### config.mk
export PLATFORM = sky130hd
export DESIGN_NAME = current_activity_detector_top_flat
export DESIGN_NICKNAME = d
export VERILOG_FILES = /design/src/hdl/cad_pkg.sv /design/src/hdl/cad_req_if.sv /design/src/hdl/cad_rsp_if.sv /design/src/hdl/cad_csr_if.sv /design/src/hdl/cad_ram.sv /design/src/hdl/current_activity_detector_top.sv /design/src/flat_wrapper.sv
export VERILOG_INCLUDE_DIRS = /design/src /design/src/hdl
export SDC_FILE = /design/constraint.sdc
export NUM_CORES = 2
export LEC_CHECK = 0
export ABC_AREA = 0
export ABC_CLOCK_PERIOD_IN_PS = 7200
export BUFFER_PORTS_ARGS = -buffer_cell sky130_fd_sc_hd__buf_2
export CAP_MARGIN = 20
export CORE_UTILIZATION = 57
export CTS_CLUSTER_DIAMETER = 200
export DETAILED_ROUTE_END_ITERATION = 10
export GPL_ROUTABILITY_DRIVEN = 1
export HOLD_SLACK_MARGIN = 0.03
export PLACE_DENSITY = 0.85
export SLEW_MARGIN = 5
export SYNTH_ARGS = -nofsm -noshare
export SYNTH_HDL_FRONTEND = slang
export SYNTH_SLANG_ARGS = --single-unit
### constraint.sdc
create_clock -name clock -period 7.2 [get_ports clock]
set_clock_uncertainty 0.1 [all_clocks]
set_input_delay 0.36 -clock clock [delete_from_list [all_inputs] [get_ports clock]]
set_output_delay 0.36 -clock clock [all_outputs]
set_load 0.005 [all_outputs]
### src/hdl/current_activity_detector_top_macros.svh
// Assertion macros for the current activity detector.
// Used by the top level; expects signals named clock and reset in scope.
`ifndef CURRENT_ACTIVITY_DETECTOR_TOP_MACROS_SVH
`define CURRENT_ACTIVITY_DETECTOR_TOP_MACROS_SVH

// Consequent must hold in the same cycle as the antecedent.
`define CAD_ASSERT_NOW(label, ante, cons, msg) \
   label: assert property (@(posedge clock) disable iff (reset) (ante) |-> (cons)) \
      else $error(msg);

// Consequent must hold in the cycle after the antecedent.
`define CAD_ASSERT_NEXT(label, ante, cons, msg) \
   label: assert property (@(posedge clock) disable iff (reset) (ante) |=> (cons)) \
      else $error(msg);

`endif

### src/hdl/cad_pkg.sv
// Package for the current activity detector: widths, command and register
// codes, reset values and shared types. Depends on nothing.
`timescale 1ns / 1ps

package cad_pkg;

   localparam int CMD_W      = 3;
   localparam int ADC_W      = 10;
   localparam int TIME_W     = 32;
   localparam int CUR_W      = 16;
   localparam int THR_W      = 15;
   localparam int HOLD_W     = 16;
   localparam int PERIOD_W   = 8;
   localparam int GAIN_W     = 8;
   localparam int CSR_IDX_W  = 2;
   localparam int CSR_DATA_W = 16;

   localparam int RING_DEPTH_DEF = 128;

   typedef logic [CMD_W-1:0]  cmd_type;
   typedef logic [ADC_W-1:0]  adc_type;
   typedef logic [TIME_W-1:0] time_type;

   localparam cmd_type CMD_SAMPLE  = 3'd0;
   localparam cmd_type CMD_QUERY   = 3'd1;
   localparam cmd_type CMD_CAPTURE = 3'd2;
   localparam cmd_type CMD_CLEAR   = 3'd3;
   localparam cmd_type CMD_EXPIRE  = 3'd4;

   localparam logic [CSR_IDX_W-1:0] REG_THRESHOLD = 2'd0;
   localparam logic [CSR_IDX_W-1:0] REG_HOLD      = 2'd1;
   localparam logic [CSR_IDX_W-1:0] REG_PERIOD    = 2'd2;
   localparam logic [CSR_IDX_W-1:0] REG_GAIN      = 2'd3;

   localparam logic [THR_W-1:0]    THRESHOLD_RST = 15'd100;
   localparam logic [HOLD_W-1:0]   HOLD_RST      = 16'd5000;
   localparam logic [PERIOD_W-1:0] PERIOD_RST    = 8'd1;
   localparam logic [GAIN_W-1:0]   GAIN_RST      = 8'd1;

   localparam adc_type ADC_MAX = 10'd1023;

endpackage

### src/hdl/cad_req_if.sv
// Request channel interface of the current activity detector.
// Depends on cad_pkg.
`timescale 1ns / 1ps

interface cad_req_if import cad_pkg::*; ();
   logic     valid;
   logic     ready;
   cmd_type  command;
   adc_type  adc_value;
   time_type time_ms;

   modport source (output valid, command, adc_value, time_ms, input ready);
   modport sink   (input valid, command, adc_value, time_ms, output ready);
endinterface

### src/hdl/cad_rsp_if.sv
// Response channel interface of the current activity detector.
// Depends on cad_pkg.
`timescale 1ns / 1ps

interface cad_rsp_if import cad_pkg::*; ();
   logic                    valid;
   logic                    ready;
   logic                    active;
   logic signed [CUR_W-1:0] current_ma;
   adc_type                 peak_to_peak;
   logic                    sample_stored;

   modport source (output valid, active, current_ma, peak_to_peak, sample_stored,
                   input ready);
   modport sink   (input valid, active, current_ma, peak_to_peak, sample_stored,
                   output ready);
endinterface

### src/hdl/cad_csr_if.sv
// Register write channel interface of the current activity detector.
// Depends on cad_pkg.
`timescale 1ns / 1ps

interface cad_csr_if import cad_pkg::*; ();
   logic                  valid;
   logic                  ready;
   logic [CSR_IDX_W-1:0]  index;
   logic [CSR_DATA_W-1:0] data;

   modport source (output valid, index, data, input ready);
   modport sink   (input valid, index, data, output ready);
endinterface

### src/hdl/cad_ram.sv
// Generic simple dual-port RAM: one write port, one read port with a
// registered read. Depends on nothing.
`timescale 1ns / 1ps

module cad_ram #(
   parameter int WIDTH = 10,
   parameter int DEPTH = 128
) (
   input  logic                     clock,
   input  logic                     we,
   input  logic [$clog2(DEPTH)-1:0] waddr,
   input  logic [WIDTH-1:0]         wdata,
   input  logic [$clog2(DEPTH)-1:0] raddr,
   output logic [WIDTH-1:0]         rdata
);

   logic [WIDTH-1:0] mem_ff [DEPTH];
   logic [WIDTH-1:0] rdata_ff;

   always_ff @(posedge clock) begin
      if (we) begin
         mem_ff[waddr] <= wdata;
      end
      rdata_ff <= mem_ff[raddr];
   end

   assign rdata = rdata_ff;

endmodule

### src/hdl/current_activity_detector_top.sv
// Top level of the current activity detector: sample ring, min/max scan,
// scaling, hold timer and register file. Depends on cad_pkg, the channel
// interfaces, cad_ram and current_activity_detector_top_macros.svh.
//
//  Channel   Direction  Handshake             Carries
//  req_if    in         valid/ready           command, adc_value, time_ms
//  rsp_if    out        valid/ready           active, current_ma, peak_to_peak, sample_stored
//  csr_if    in         valid/ready (ready=1) index, data
//
// Every transaction passes from acceptance through the EXEC, SCAN, SPAN, MUL
// and FIN states to a loaded response; a clear ring command adds a zeroing
// pass (ST_CLR) before the scan. The scan reads one ring entry per cycle from the
// single read port of the sample memory through its min and max comparisons.
// After reset the ring is zeroed, during which no request is accepted;
// register writes are taken at any time.
// A new request is accepted while the previous response still waits; the
// finished transaction then holds until the response register is free.
`timescale 1ns / 1ps
`include "current_activity_detector_top_macros.svh"

module current_activity_detector_top import cad_pkg::*; #(
   parameter int RING_DEPTH = RING_DEPTH_DEF
) (
   input  logic       clock,
   input  logic       reset,
   cad_req_if.sink    req_if,
   cad_rsp_if.source  rsp_if,
   cad_csr_if.sink    csr_if
);

   localparam int AW = $clog2(RING_DEPTH);
   localparam int CW = AW + 1;
   localparam logic [CW-1:0] CNT_LAST = CW'(RING_DEPTH - 1);
   localparam logic [CW-1:0] CNT_END  = CW'(RING_DEPTH);
   localparam logic [AW-1:0] IDX_LAST = AW'(RING_DEPTH - 1);
   localparam int PROD_W = ADC_W + GAIN_W + 2;

   // Sequencer states.
   localparam logic [2:0] ST_INIT = 3'd0;   // zeroing pass after reset
   localparam logic [2:0] ST_IDLE = 3'd1;   // waiting for a request
   localparam logic [2:0] ST_EXEC = 3'd2;   // command side effects
   localparam logic [2:0] ST_CLR  = 3'd3;   // zeroing pass for clear ring
   localparam logic [2:0] ST_SCAN = 3'd4;   // min/max walk over the ring
   localparam logic [2:0] ST_SPAN = 3'd5;   // peak-to-peak and offset capture
   localparam logic [2:0] ST_MUL  = 3'd6;   // offset correction and gain
   localparam logic [2:0] ST_FIN  = 3'd7;   // saturation, hold timer, response

   logic [2:0]  state_ff, state_in;
   logic [CW-1:0] cnt_ff, cnt_in;
   cmd_type     cmd_ff, cmd_in;
   adc_type     adc_ff, adc_in;
   time_type    now_ff, now_in;
   logic [AW-1:0] widx_ff, widx_in;
   time_type    last_sample_ff, last_sample_in;
   time_type    last_above_ff, last_above_in;
   adc_type     offset_ff, offset_in;
   adc_type     lo_ff, lo_in;
   adc_type     hi_ff, hi_in;
   adc_type     p2p_ff, p2p_in;
   logic signed [PROD_W-1:0] prod_ff, prod_in;
   logic        stored_ff, stored_in;

   logic [THR_W-1:0]    thr_ff;
   logic [HOLD_W-1:0]   hold_ff;
   logic [PERIOD_W-1:0] period_ff;
   logic [GAIN_W-1:0]   gain_ff;

   logic                    rsp_valid_ff, rsp_valid_in;
   logic                    rsp_active_ff, rsp_active_in;
   logic signed [CUR_W-1:0] rsp_cur_ff, rsp_cur_in;
   adc_type                 rsp_p2p_ff, rsp_p2p_in;
   logic                    rsp_stored_ff, rsp_stored_in;

   logic          ram_we;
   logic [AW-1:0] ram_waddr;
   adc_type       ram_wdata;
   logic [AW-1:0] ram_raddr;
   adc_type       ram_rdata;

   logic signed [ADC_W:0]   diff;
   logic signed [CUR_W-1:0] cur_sat;
   logic signed [CUR_W-1:0] thr_signed;
   logic                    req_fire;

   cad_ram #(
      .WIDTH (ADC_W),
      .DEPTH (RING_DEPTH)
   ) u_ring (
      .clock (clock),
      .we    (ram_we),
      .waddr (ram_waddr),
      .wdata (ram_wdata),
      .raddr (ram_raddr),
      .rdata (ram_rdata)
   );

   // Register file. Writes are accepted every cycle.
   assign csr_if.ready = 1'b1;

   always_ff @(posedge clock) begin
      if (reset) begin
         thr_ff    <= THRESHOLD_RST;
         hold_ff   <= HOLD_RST;
         period_ff <= PERIOD_RST;
         gain_ff   <= GAIN_RST;
      end else if (csr_if.valid) begin
         case (csr_if.index)
            REG_THRESHOLD: thr_ff    <= csr_if.data[THR_W-1:0];
            REG_HOLD:      hold_ff   <= csr_if.data[HOLD_W-1:0];
            REG_PERIOD:    period_ff <= csr_if.data[PERIOD_W-1:0];
            REG_GAIN:      gain_ff   <= csr_if.data[GAIN_W-1:0];
            default: ;
         endcase
      end
   end

   assign req_if.ready = (state_ff == ST_IDLE);
   assign req_fire     = req_if.valid && req_if.ready;

   // Offset-corrected span and its saturation to the signed 16-bit range.
   assign diff = $signed({1'b0, p2p_ff}) - $signed({1'b0, offset_ff});
   assign thr_signed = $signed({1'b0, thr_ff});

   always_comb begin
      if (prod_ff > $signed(PROD_W'(32767))) begin
         cur_sat = 16'sh7FFF;
      end else if (prod_ff < -$signed(PROD_W'(32768))) begin
         cur_sat = 16'sh8000;
      end else begin
         cur_sat = prod_ff[CUR_W-1:0];
      end
   end

   always_comb begin
      state_in       = state_ff;
      cnt_in         = cnt_ff;
      cmd_in         = cmd_ff;
      adc_in         = adc_ff;
      now_in         = now_ff;
      widx_in        = widx_ff;
      last_sample_in = last_sample_ff;
      last_above_in  = last_above_ff;
      offset_in      = offset_ff;
      lo_in          = lo_ff;
      hi_in          = hi_ff;
      p2p_in         = p2p_ff;
      prod_in        = prod_ff;
      stored_in      = stored_ff;
      rsp_valid_in   = rsp_valid_ff && !rsp_if.ready;
      rsp_active_in  = rsp_active_ff;
      rsp_cur_in     = rsp_cur_ff;
      rsp_p2p_in     = rsp_p2p_ff;
      rsp_stored_in  = rsp_stored_ff;
      ram_we         = 1'b0;
      ram_waddr      = cnt_ff[AW-1:0];
      ram_wdata      = '0;
      ram_raddr      = cnt_ff[AW-1:0];

      case (state_ff)
         ST_INIT, ST_CLR: begin
            ram_we = 1'b1;
            if (cnt_ff == CNT_LAST) begin
               cnt_in   = '0;
               state_in = (state_ff == ST_INIT) ? ST_IDLE : ST_SCAN;
            end else begin
               cnt_in = cnt_ff + 1'b1;
            end
         end
         ST_IDLE: begin
            if (req_fire) begin
               cmd_in   = req_if.command;
               adc_in   = req_if.adc_value;
               now_in   = req_if.time_ms;
               state_in = ST_EXEC;
            end
         end
         ST_EXEC: begin
            stored_in = 1'b0;
            lo_in     = ADC_MAX;
            hi_in     = '0;
            cnt_in    = '0;
            state_in  = ST_SCAN;
            case (cmd_ff)
               CMD_SAMPLE: begin
                  if ((now_ff - last_sample_ff) > TIME_W'(period_ff)) begin
                     ram_we         = 1'b1;
                     ram_waddr      = widx_ff;
                     ram_wdata      = adc_ff;
                     widx_in        = (widx_ff == IDX_LAST) ? '0 : widx_ff + 1'b1;
                     last_sample_in = now_ff;
                     stored_in      = 1'b1;
                  end
               end
               CMD_CLEAR: begin
                  state_in = ST_CLR;
               end
               CMD_EXPIRE: begin
                  last_above_in = now_ff - TIME_W'(hold_ff) - 1'b1;
               end
               default: ;
            endcase
         end
         ST_SCAN: begin
            // Read data arrives in the cycle after its address.
            if (cnt_ff != '0) begin
               if (ram_rdata < lo_ff) begin
                  lo_in = ram_rdata;
               end
               if (ram_rdata > hi_ff) begin
                  hi_in = ram_rdata;
               end
            end
            if (cnt_ff == CNT_END) begin
               state_in = ST_SPAN;
            end else begin
               cnt_in = cnt_ff + 1'b1;
            end
         end
         ST_SPAN: begin
            p2p_in = hi_ff - lo_ff;
            if (cmd_ff == CMD_CAPTURE) begin
               offset_in = hi_ff - lo_ff;
            end
            state_in = ST_MUL;
         end
         ST_MUL: begin
            // Both factors are sign-extended to the product width first.
            prod_in  = $signed(PROD_W'(diff)) * $signed(PROD_W'({1'b0, gain_ff}));
            state_in = ST_FIN;
         end
         ST_FIN: begin
            // Wait here until the response register is free.
            if (!rsp_valid_in) begin
               rsp_active_in = 1'b1;
               if (cmd_ff == CMD_QUERY) begin
                  if (cur_sat > thr_signed) begin
                     last_above_in = now_ff;
                  end else if (cur_sat < thr_signed &&
                               (now_ff - last_above_ff) > TIME_W'(hold_ff)) begin
                     rsp_active_in = 1'b0;
                  end
               end
               rsp_valid_in  = 1'b1;
               rsp_cur_in    = cur_sat;
               rsp_p2p_in    = p2p_ff;
               rsp_stored_in = stored_ff;
               state_in      = ST_IDLE;
            end
         end
         default: begin
            state_in = ST_IDLE;
         end
      endcase
   end

   always_ff @(posedge clock) begin
      if (reset) begin
         state_ff       <= ST_INIT;
         cnt_ff         <= '0;
         widx_ff        <= '0;
         last_sample_ff <= '0;
         last_above_ff  <= '0;
         offset_ff      <= '0;
         rsp_valid_ff   <= 1'b0;
      end else begin
         state_ff       <= state_in;
         cnt_ff         <= cnt_in;
         widx_ff        <= widx_in;
         last_sample_ff <= last_sample_in;
         last_above_ff  <= last_above_in;
         offset_ff      <= offset_in;
         rsp_valid_ff   <= rsp_valid_in;
      end
   end

   always_ff @(posedge clock) begin
      cmd_ff        <= cmd_in;
      adc_ff        <= adc_in;
      now_ff        <= now_in;
      lo_ff         <= lo_in;
      hi_ff         <= hi_in;
      p2p_ff        <= p2p_in;
      prod_ff       <= prod_in;
      stored_ff     <= stored_in;
      rsp_active_ff <= rsp_active_in;
      rsp_cur_ff    <= rsp_cur_in;
      rsp_p2p_ff    <= rsp_p2p_in;
      rsp_stored_ff <= rsp_stored_in;
   end

   assign rsp_if.valid         = rsp_valid_ff;
   assign rsp_if.active        = rsp_active_ff;
   assign rsp_if.current_ma    = rsp_cur_ff;
   assign rsp_if.peak_to_peak  = rsp_p2p_ff;
   assign rsp_if.sample_stored = rsp_stored_ff;

   // An accepted request keeps the block busy for the following cycle.
   `CAD_ASSERT_NEXT(a_busy_after_accept, req_fire, !req_if.ready, "request accepted back to back")
   // A response that reports a stored sample never reports inactivity.
   `CAD_ASSERT_NOW(a_store_act, rsp_valid_ff && rsp_stored_ff, rsp_active_ff, "inactive store")
   // The ring write pointer stays inside the ring.
   `CAD_ASSERT_NOW(a_widx_range, 1'b1, {1'b0, widx_ff} < CNT_END, "write index beyond ring")
   // No request is taken during the zeroing pass after reset.
   `CAD_ASSERT_NOW(a_init_busy, state_ff == ST_INIT, !req_if.ready, "request taken during zeroing")

endmodule
### src/flat_wrapper.sv
// flat-port wrapper written by rule: the top's interface ports become plain ports
module current_activity_detector_top_flat import cad_pkg::*;
#(
   parameter int RING_DEPTH = RING_DEPTH_DEF
)
  (clock, reset, req_if_valid, req_if_command, req_if_adc_value, req_if_time_ms, req_if_ready, rsp_if_valid, rsp_if_active, rsp_if_current_ma, rsp_if_peak_to_peak, rsp_if_sample_stored, rsp_if_ready, csr_if_valid, csr_if_index, csr_if_data, csr_if_ready);
  cad_req_if req_if_i ();
  cad_rsp_if rsp_if_i ();
  cad_csr_if csr_if_i ();
  input  logic clock;
  input  logic reset;
  input wire logic [$bits(req_if_i.valid)-1:0] req_if_valid;
  input wire logic [$bits(req_if_i.command)-1:0] req_if_command;
  input wire logic [$bits(req_if_i.adc_value)-1:0] req_if_adc_value;
  input wire logic [$bits(req_if_i.time_ms)-1:0] req_if_time_ms;
  output wire logic [$bits(req_if_i.ready)-1:0] req_if_ready;
  output wire logic [$bits(rsp_if_i.valid)-1:0] rsp_if_valid;
  output wire logic [$bits(rsp_if_i.active)-1:0] rsp_if_active;
  output wire logic [$bits(rsp_if_i.current_ma)-1:0] rsp_if_current_ma;
  output wire logic [$bits(rsp_if_i.peak_to_peak)-1:0] rsp_if_peak_to_peak;
  output wire logic [$bits(rsp_if_i.sample_stored)-1:0] rsp_if_sample_stored;
  input wire logic [$bits(rsp_if_i.ready)-1:0] rsp_if_ready;
  input wire logic [$bits(csr_if_i.valid)-1:0] csr_if_valid;
  input wire logic [$bits(csr_if_i.index)-1:0] csr_if_index;
  input wire logic [$bits(csr_if_i.data)-1:0] csr_if_data;
  output wire logic [$bits(csr_if_i.ready)-1:0] csr_if_ready;
  assign req_if_i.valid = req_if_valid;
  assign req_if_i.command = req_if_command;
  assign req_if_i.adc_value = req_if_adc_value;
  assign req_if_i.time_ms = req_if_time_ms;
  assign req_if_ready = req_if_i.ready;
  assign rsp_if_valid = rsp_if_i.valid;
  assign rsp_if_active = rsp_if_i.active;
  assign rsp_if_current_ma = rsp_if_i.current_ma;
  assign rsp_if_peak_to_peak = rsp_if_i.peak_to_peak;
  assign rsp_if_sample_stored = rsp_if_i.sample_stored;
  assign rsp_if_i.ready = rsp_if_ready;
  assign csr_if_i.valid = csr_if_valid;
  assign csr_if_i.index = csr_if_index;
  assign csr_if_i.data = csr_if_data;
  assign csr_if_ready = csr_if_i.ready;
  current_activity_detector_top #(.RING_DEPTH(RING_DEPTH)) u_core (.clock(clock), .reset(reset), .req_if(req_if_i), .rsp_if(rsp_if_i), .csr_if(csr_if_i));
endmodule
==> impl_metrics.toml <==
[die]
die_h_um = 352
die_area_mm2 = 0.124
coreArea_mm2 = 0.122
die_x_um = 352
row_count = 128
start_util_pct = 57.4
io_pins = 99

[pwr]
share_comb_of_total_power_pct = 4.8
sw_frac_of_total_pct = 21.5
p_switching_mw = 4.02
powerDensity_mw_per_mm2 = 235
power_mw = 18.7
irDropWorstVdd_uv = 256
p_leak_nw = 23.8
clockPowerShare_pct = 42.7
p_int_mw = 14.6
power_frac_seq_pct = 52.5

[finish]
fin_nets = 5023
multiInputGateArea_mm2 = 0.0229
drive_above_1_share_pct = 21.9
fin_cells = 6437
layout_commonest_cell = "edfxtp_1"
final_cell_mix = "edfxtp_1 (1404), mux4_2 (420), nor2_1 (308)"
fillCellCount = 7537
post-route-cell-area_mm2 = 0.0794
syn_to_final_growth_pct = 13.8
ff_latch_area_mm2 = 0.0452

[place]
gp_congestion = 0.928
port_buffers = 97
dp_hpwl_mm = 110
placed_area_mm2 = 0.0737
dp_cells = 6080
dpl_worst_slack_ps = 79.8

[grt]
grtUsageTotal_pct = 30.5
grt_overflow_total = 0
first_global_vias = 42200
grt_first_pass_wirelength_mm = 274
grt_max_degree = 135
antenna_found_initial = 15

[logic_synthesis]
synth.top_cell.area_share_pct = 60.4
synthDistinctLibCells = 83
netlist_instances = 4324
ys_seq_elements = 1554
yosysWarnings = 0
syn_nets = 4667
synth_flop_cell = "edfxtp_1"
async_reset_ff_share_pct = 0
synth_edf_count = 1404
syn_avg_cell_area_um2 = 16.1
netlist_area_mm2 = 0.0698
ys_seq_area_share_pct = 64.7
synth.largest_area_cell = "edfxtp_1"
synthTopCellsByArea = "edfxtp_1 (60%), mux4_2 (14%), dfxtp_1 (4.3%)"

[worst_setup_path]
crit_cells = 30
worstSetupEndpointType = "register"
start_kind = "register"
required_ps = 7630
reg2reg_setup_slack_ps = 370
endpoint = "u_core.prod_ff[19]"
rr_worst_depth = 30
r2r-end = "u_core.prod_ff[19]"
path_class = "register to register"
crit_arrival_ps = 7260
cp_max_fo = 9
cpLargestDelayFamily = "adder cells"
cp-startpoint = "u_core.p2p_ff[0]"
critPathMaxStageDelay_ps = 550
crit_buf_inv = 6
cp_slowest_cell = "fa_1"
rr_startpoint = "u_core.p2p_ff[0]"

[routing]
wl_per_cell_um = 29.1
antenna_left = 0
drc = 0
vias = 42400
viasPerCell = 6.59
firstDrtPassIters = 11
drt-total-wl_mm = 187
drtIter0Drc = 6204

[flow_run]
cap_violations = 0

[clock_tree]
cts_tree = "yes"
cts_sinks = 1554
clock_path_buffers = 3
numCtsBuffers = 149
clk_latency_ps = 810
clockRootBuffer = "clkbuf_16"
cts_htree_levels = 4
clkTransAtPathRegs_ps = 70

[timing]
finalHoldViolations = 0
max_freq_mhz = 147
timing.final.ws_setup_ps = 375
finalSetupViolCount = 0
worst_pin_slew_ps = 1120
post-route-min-period_ps = 6830
holdWs_ps = 180
max_slew_margin_pct = 25.6
drv_slew = 0
finalCritPeriodShare_pct = 94.8

[worst_hold_path]
hold_path.class = "input port to register"
holdPathStages = 2

[status]
status = "complete, no violations"
-- power by group through the flow --
| stage | Combinational, mW | Clock, mW | Sequential [mW] |
|---|---|---|---|
| 6_report | 0.899 | 7.97 | 9.79 |
| 5_1_grt | 0.950 | 8.31 | 9.79 |
| 4_1_cts | 0.879 | 8.02 | 9.79 |
| 3_5_place_dp | 0.832 | 0 | 9.98 |
| 3_3_place_gp | 0.812 | 0 | 9.98 |
| 2_1_floorplan | 0.601 | 0 | 9.95 |
-- synthesized netlist by cell type, types with 10 or more instances --
master / n
edfxtp_1: 1404
mux4_2: 420
nor2_1: 309
inv_1: 275
nand2_1: 231
ha_1: 198
a21oi_1: 177
dfxtp_1: 150
clkbuf_1: 145
o21ai_0: 83
fa_1: 77
and2_1: 73
nor3_1: 62
mux2i_1: 59
a21o_1: 47
xnor2_1: 47
xor2_1: 42
nand2b_1: 41
nor2b_1: 41
o21a_1: 35
nand3_1: 34
buf_1: 33
a211oi_1: 30
nand4_1: 29
and3_1: 21
o211ai_1: 20
buf_2: 15
mux2_2: 13
mux2i_2: 12
nor4_1: 12
a31oi_1: 11
or3_1: 11
a21boi_0: 10
o21bai_1: 10
-- metrics by stage --
stage               setup TNS, ps  util [%]
floorplan                       0         -
detailed placement              0      60.6
finish                          0      65.3
CTS                             0      65.2
global route                -11.4      65.3
global placement                0      60.6
-- worst reg2reg max path, delay by kind of cell, from the launching register on --
family / cells / cell delay, ps
fa+ha+maj: 7 / 2730
buf+inv: 6 / 570
simple gates: 7 / 950
flops: 1 / 380
xor+xnor: 1 / 80
compound gates: 9 / 1780
-- registers in the layout, summed over array words and instances, names as in the netlist, 3 cells and up --
register	count
u_core.state_ff	3
u_core.u_ring.rdata	10
u_core.hi_ff	10
u_core.u_ring.mem_ff	1280
u_core.thr_ff	15
u_core.widx_ff	7
u_core.hold_ff	16
u_core.rsp_if.current_ma	16
u_core.cnt_ff	8
u_core.now_ff	32
u_core.period_ff	8
u_core.cmd_ff	3
u_core.rsp_if.peak_to_peak	10
u_core.prod_ff	20
u_core.last_sample_ff	32
u_core.adc_ff	10
u_core.gain_ff	8
u_core.lo_ff	10
u_core.last_above_ff	32
u_core.offset_ff	10
u_core.p2p_ff	10
-- worst min-delay path by stage --
stage	start	endpoint	slack [ps]
after floorplan	u_core.stored_ff	u_core.rsp_if.sample_stored	300
after detailed placement	u_core.stored_ff	u_core.rsp_if.sample_stored	310
after global placement	u_core.stored_ff	u_core.rsp_if.sample_stored	300
after global routing	req_if_time_ms[28]	u_core.now_ff[28]	180
final	req_if_time_ms[13]	u_core.now_ff[13]	180
after CTS	req_if_time_ms[18]	u_core.now_ff[18]	140
-- final cells by class --
type	count	area share [%]
inverter	275	1.30
antenna	9	0.0284
sequential	1554	56.9
clock buffer	197	5.18
tap	1625	2.56
multi-input combinational	2296	28.9
clock inverter	77	0.981
timing repair buffer	404	4.23
-- logic make-up (layout without fill, tap and decap cells) --
logic type      Yosys count  in the layout  synth area share, %
mux                     504            504                 14.8
buf+inv                 474            953                 2.62
compound gates          512            512                 4.69
fa+ha+maj               275            275                 5.76
xor+xnor                 89             89                 1.12
other cells               1             10              0.00537
simple gates            915            915                 6.24
flops                  1554           1554                 64.7
-- metal layers --
metal | GRT usage (%) | up-vias | part of all wire (%)
met4 | 15.5 | 14 | 5.9
met2 | 50.0 | 3058 | 49
met3 | 7.27 | 739 | 10
met1 | 37.9 | 21200 | 35
li1 | - | 17400 | -
met5 | 0.0785 | - | 0.050
-- what timing repair did --
action / CTS / global route
endpoints found under the hold margin: 104 / 0
resized for setup: 0 / 15
hold buffers: 70 / 0
setup buffers: 0 / 1
setup endpoints to repair: 0 / 4
Note: power is estimated with default switching activity, not from simulation.
